===== config.mk =====
export PLATFORM = sky130hd
export DESIGN_NAME = pmx_map_ram
export DESIGN_NICKNAME = d
export VERILOG_FILES = /design/src/pmx_map_ram.sv
export SDC_FILE = /design/constraint.sdc
export NUM_CORES = 2
export LEC_CHECK = 0
export ABC_AREA = 1
export BUFFER_PORTS_ARGS = -buffer_cell sky130_fd_sc_hd__buf_2
export CAP_MARGIN = 20
export CORE_UTILIZATION = 30
export DETAILED_ROUTE_END_ITERATION = 10
export HOLD_SLACK_MARGIN = 0.1
export MAX_ROUTING_LAYER = met4
export SYNTH_ARGS = -nofsm -noshare
export SYNTH_HDL_FRONTEND = slang
export SYNTH_SLANG_ARGS = --single-unit
export TNS_END_PERCENT = 100

===== constraint.sdc =====
create_clock -name clock -period 2.4 [get_ports clock]
set_input_delay 0.48 -clock clock [delete_from_list [all_inputs] [get_ports clock]]
set_output_delay 0.48 -clock clock [all_outputs]
set_load 0.01 [all_outputs]

===== src/pmx_map_ram.sv =====
// ----------------------------------------------------------------------------
// pmx_map_ram
// Gene map memory: one write port, one read port, registered read data.
// Each word holds a valid flag on top of the mapped gene.
// ----------------------------------------------------------------------------
module pmx_map_ram #(
   parameter int ADDR_BITS = 8,
   parameter int DATA_BITS = 9
) (
   input  logic                 clock,
   input  logic                 wr_en,
   input  logic [ADDR_BITS-1:0] wr_addr,
   input  logic [DATA_BITS-1:0] wr_data,
   input  logic [ADDR_BITS-1:0] rd_addr,
   output logic [DATA_BITS-1:0] rd_data
);

   localparam int DEPTH = 1 << ADDR_BITS;

   logic [DATA_BITS-1:0] mem [DEPTH];
   logic [DATA_BITS-1:0] rd_data_ff;

   // write port
   always_ff @(posedge clock) begin
      if (wr_en) begin
         mem[wr_addr] <= wr_data;
      end
   end

   // read port, registered read data
   always_ff @(posedge clock) begin
      rd_data_ff <= mem[rd_addr];
   end

   assign rd_data = rd_data_ff;

endmodule


==> Word level (Yosys, flattened, before mapping) <==
Memory sizes are Yosys's and may differ from the RTL's. A register that Yosys moved wholly into a read port is not among the register bits.
Index checks and enable logic that the tools add are counted.
{ "classes": {"mul": 0, "n_mux": 2, "n_bitwise": 0, "magnitude_cmp": 0, "n_shift": 0, "eq_ne": 0, "reduce_logical": 0, "div": 0, "n_addsub": 0} }
{ "ops": {"columns": ["operator", "count"], "rows": [
  ["$mux W1", 2]
]} }
{ "totals": {"latchBits": 0, "mem_bits_rw": 2304, "memories": 1, "inputBits": 27, "reg_bits": 0, "romBits": 0, "wordCells": 3, "out_inout_bits": 9} }
{ "memory_table": {"columns": ["memory", "words", "width", "read_ports", "rd_ports_with_merged_regs", "wr", "line", "rtl"], "rows": [
  ["mem", 256, 9, 1, 1, 1, "20", "logic [DATA_BITS-1:0] mem [DEPTH];"]
]} }

==> Depth between registers and ports, before layout <==
{ "logic_depth": {"word_depth": 2, "depth_mapped": 15, "depth_no_buf": 11} }

==> Worst setup path before layout <==
Ideal clock, no wire load.
{ "synth_timing": {"path_type": "input to register", "from": "in wr_en", "to": "mem mem[162][0] (enable)", "path_buffers": 2, "cell_stages": 4, "t_required_ns": 2.026, "slack_ns": 0.383, "t_arrival_ns": 1.643, "path_cell_list": "clkbuf_1 nand3_1 clkbuf_1 nor2_1"} }
{ "synth_between": {"elab_chain_cells": 2} }
{ "synth_rtl": {"columns": ["item", "line", "rtl"], "rows": [
  ["start: declaration", "11", "input logic wr_en,"],
  ["$mux W1", "25", "if (wr_en) begin"],
  ["$mux W1 (not written as such)", "26", "mem[wr_addr] <= wr_data;"],
  ["end: declaration", "20", null]
]} }
Every way passes these cells.

==> flow_metrics.tcl <==
set metrics [dict create \
    status "finished, final reports clean" \
    tightest_slew_ns 0.717 \
    async_reset_ff_share_pct 0 \
    synth.largest_area_cell "edfxtp_1" \
    p_clk_share_pct 41.9 \
    drive_above_1_share_pct 12.9 \
    hp-class "in -> reg" \
    synthTopCellsByCount "nand2_1, edfxtp_1, nand3_1, buf_2, nor2_1" \
    cp_max_fo 41 \
    num_rows 204 \
    power.density_nw_per_um2 779 \
    r2r_end "rd_data[3]" \
    post-route-period-util_pct 96.5 \
    drt_wl_total_um 275000 \
    post_cts_resized 0 \
    grt_pass1_vias 61400 \
    synth_ff_type "edfxtp_1" \
    tns_ns 0 \
    fmax_mhz 432 \
    crit_family "simple AND/OR/NAND/NOR gates" \
    overflow 0 \
    setup_viol 0 \
    swShare_pct 22.6 \
    wire_per_inst_um 21.8 \
    start_kind "primary input" \
    vias_per_cell 5.03 \
    internal_power_w 0.0672 \
    drv_cap 0 \
    utilization_pct 36.0 \
    final_antenna_net_count 0 \
    areaGrowthSynthToFinish_pct 19.2 \
    dp.final_hpwl_um 171000 \
    ir_drop_v 0.000643 \
    min-delay-start "wr_addr[0]" \
    route.vias.total 63400 \
    clock_skew_ns 0.0420 \
    r2r_cells 10 \
    cp.arrival_ns 3.16 \
    cts.sinks 2313 \
    critical_path_class "in -> reg" \
    start_util_pct 30.2 \
    r2r-start "mem[119][3]" \
    syn-num-nets 7853 \
    p_leak_nw 39.3 \
    fin_nets 8301 \
    slowest_stage "nand3_1" \
    holdPathEnd "mem[163][0]" \
    num_io_pins 36 \
    cts_root_buffer "clkbuf_16" \
    synth_top_area_share_pct 74.0 \
    portBuffers 35 \
    p_sw_w 0.0196 \
    die_width_um 560 \
    synth_edf_count 2304 \
    fin_cells 12600 \
    rsz0062_at_grt "no" \
    tritoncts "yes" \
    r2r_slack_ns 0.25 \
    fin_ws_ns 0.0832 \
    slew_headroom_pct 52.2 \
    track_usage_pct 17.7 \
    worstPathRequired_ns 3.24 \
    gp_congestion 0.911 \
    grt_pass1_wl_um 406000 \
    synthTopCellsByArea "edfxtp_1, nand3_1, nand2_1, buf_2, nor2_1" \
    ys_seq_elements 2313 \
    hold_depth 5 \
    final_hold_viol_count 0 \
    drcViolationCount 0 \
    crit_path_max_incr_delay_ns 0.34 \
    grt_max_degree 90 \
    drv_slew 0 \
    crit_buf_inv 5 \
    synth_most_common_cell "nand2_1" \
    htreeDepth 4 \
    cts_made_buffers 222 \
    syn_area_um2 93500 \
    cts.reportedPaths.clkPinSlew_ns 0.06 \
    core-area_um2 309000 \
    post-place-ws_ns -0.838 \
    die_h_um 560 \
    power_frac_comb_pct 6.7 \
    synth.distinct_cells 15 \
    p_seq_share_pct 51.3 \
    crit_chain "buf_8 -> inv_16 -> buf_12 -> buf_12 -> buf_12 -> nand2_1 -> nand3_1 -> nand3_1 -> nand3_1 -> nand3_1 -> nand3_1 -> nand3_1 -> nand2_1 -> nand2_1 -> nand2_1" \
    path_common_cell "nand3_1" \
    antenna_found_initial 11 \
    cts_buffer_depth 3 \
    first_pass_iters 8 \
    fin_crit_ns 2.32 \
    insertion_delay_ns 0.90 \
    netlist_instances 7826 \
    die_area_um2 314000 \
    drtIter0Drc 7104 \
    place_inst 12200 \
    ys.warnings.count 0 \
    end_kind "register" \
    ys_seq_area_share_pct 74.2 \
    syn_avg_cell_area_um2 11.9 \
]
## worst max path at each step
stage	startpoint	endpoint	slack [ns]	depth (start not counted)
2_1_floorplan	wr_en	mem[162][0]	0.38	4
3_3_place_gp	rd_addr[0]	rd_data[3]	-0.90	15
3_5_place_dp	rd_addr[0]	rd_data[3]	-0.84	15
4_1_cts	rd_addr[0]	rd_data[3]	0.11	15
5_1_grt	rd_addr[0]	rd_data[3]	0.03	15
6_report	rd_addr[0]	rd_data[3]	0.08	15
## final cells by class
class,count,area (um^2)
Fill cell,29600,198000
Sequential cell,2313,69400
Multi-Input combinational cell,4938,21400
Timing Repair Buffer,760,7800
Clock buffer,271,5870
Tap cell,4120,5150
Clock inverter,146,1730
Inverter,39,191
Antenna cell,12,30.0
## timing repair
item	in CTS	in global routing
hold buffers	10	0
setup buffers	0	0
hold endpoints to repair	270	0
setup endpoints to repair	0	0
## kinds of logic (layout without fill, tap and decap cells)
family	Yosys count	count (layout)	share of synthesized area, %
buffers and inverters	575	1216	2.97
DFF	2313	2313	74.2
other	0	12	0
and+or+nand+nor	4938	4938	22.9
## routing by layer
metal	global-route usage [%]	wire length [um]
met1	22.7	112000
met2	28.3	131000
met3	2.57	20900
met4	6.57	10800
met5	-	0
## layout by cell type (no fill, tap or decap), drive strengths merged
cell | synthesis | routed
dfxtp | 9 | 9
diode | 0 | 12
inv | 35 | 41
nand3 | 2271 | 2271
dlygate4sd3 | 0 | 10
buf | 421 | 750
nor2 | 283 | 283
clkinv | 4 | 105
nand2 | 2384 | 2384
edfxtp | 2304 | 2304
clkbuf | 115 | 271
clkinvlp | 0 | 6
bufinv | 0 | 33
## power groups by stage
| stage | clock network (W) | registers (W) | logic, W |
|---|---|---|---|
| 5_1_grt | 0.0384 | 0.0446 | 0.00627 |
| 3_5_place_dp | 0 | 0.0454 | 0.00582 |
| 3_3_place_gp | 0 | 0.0454 | 0.00579 |
| 6_report | 0.0364 | 0.0446 | 0.00586 |
| 4_1_cts | 0.0369 | 0.0446 | 0.00586 |
| 2_1_floorplan | 0 | 0.0454 | 0.00272 |
## flip-flops by register name, summed over array words and instances (netlist names)
signal,flops
mem,2304
rd_data,9
## worst min-delay path, stage by stage
cell and delay [ns]:
buf_2 0.11, nand2_1 0.13, nor2_1 0.08, inv_1 0.16, nor2_1 0.09
## per-stage QoR
step | hold WS [ns] | power [W] | instance area, um^2
after floorplan | 0.579 | 0.0481 | 93500
after global placement | 0.863 | 0.0512 | 104000
after detailed placement | 0.865 | 0.0513 | 104000
after CTS | 0.250 | 0.0873 | 111000
after global routing | 0.321 | 0.0892 | 112000
final | 0.326 | 0.0868 | 112000
No activity file was read; power rests on OpenSTA's default activity.
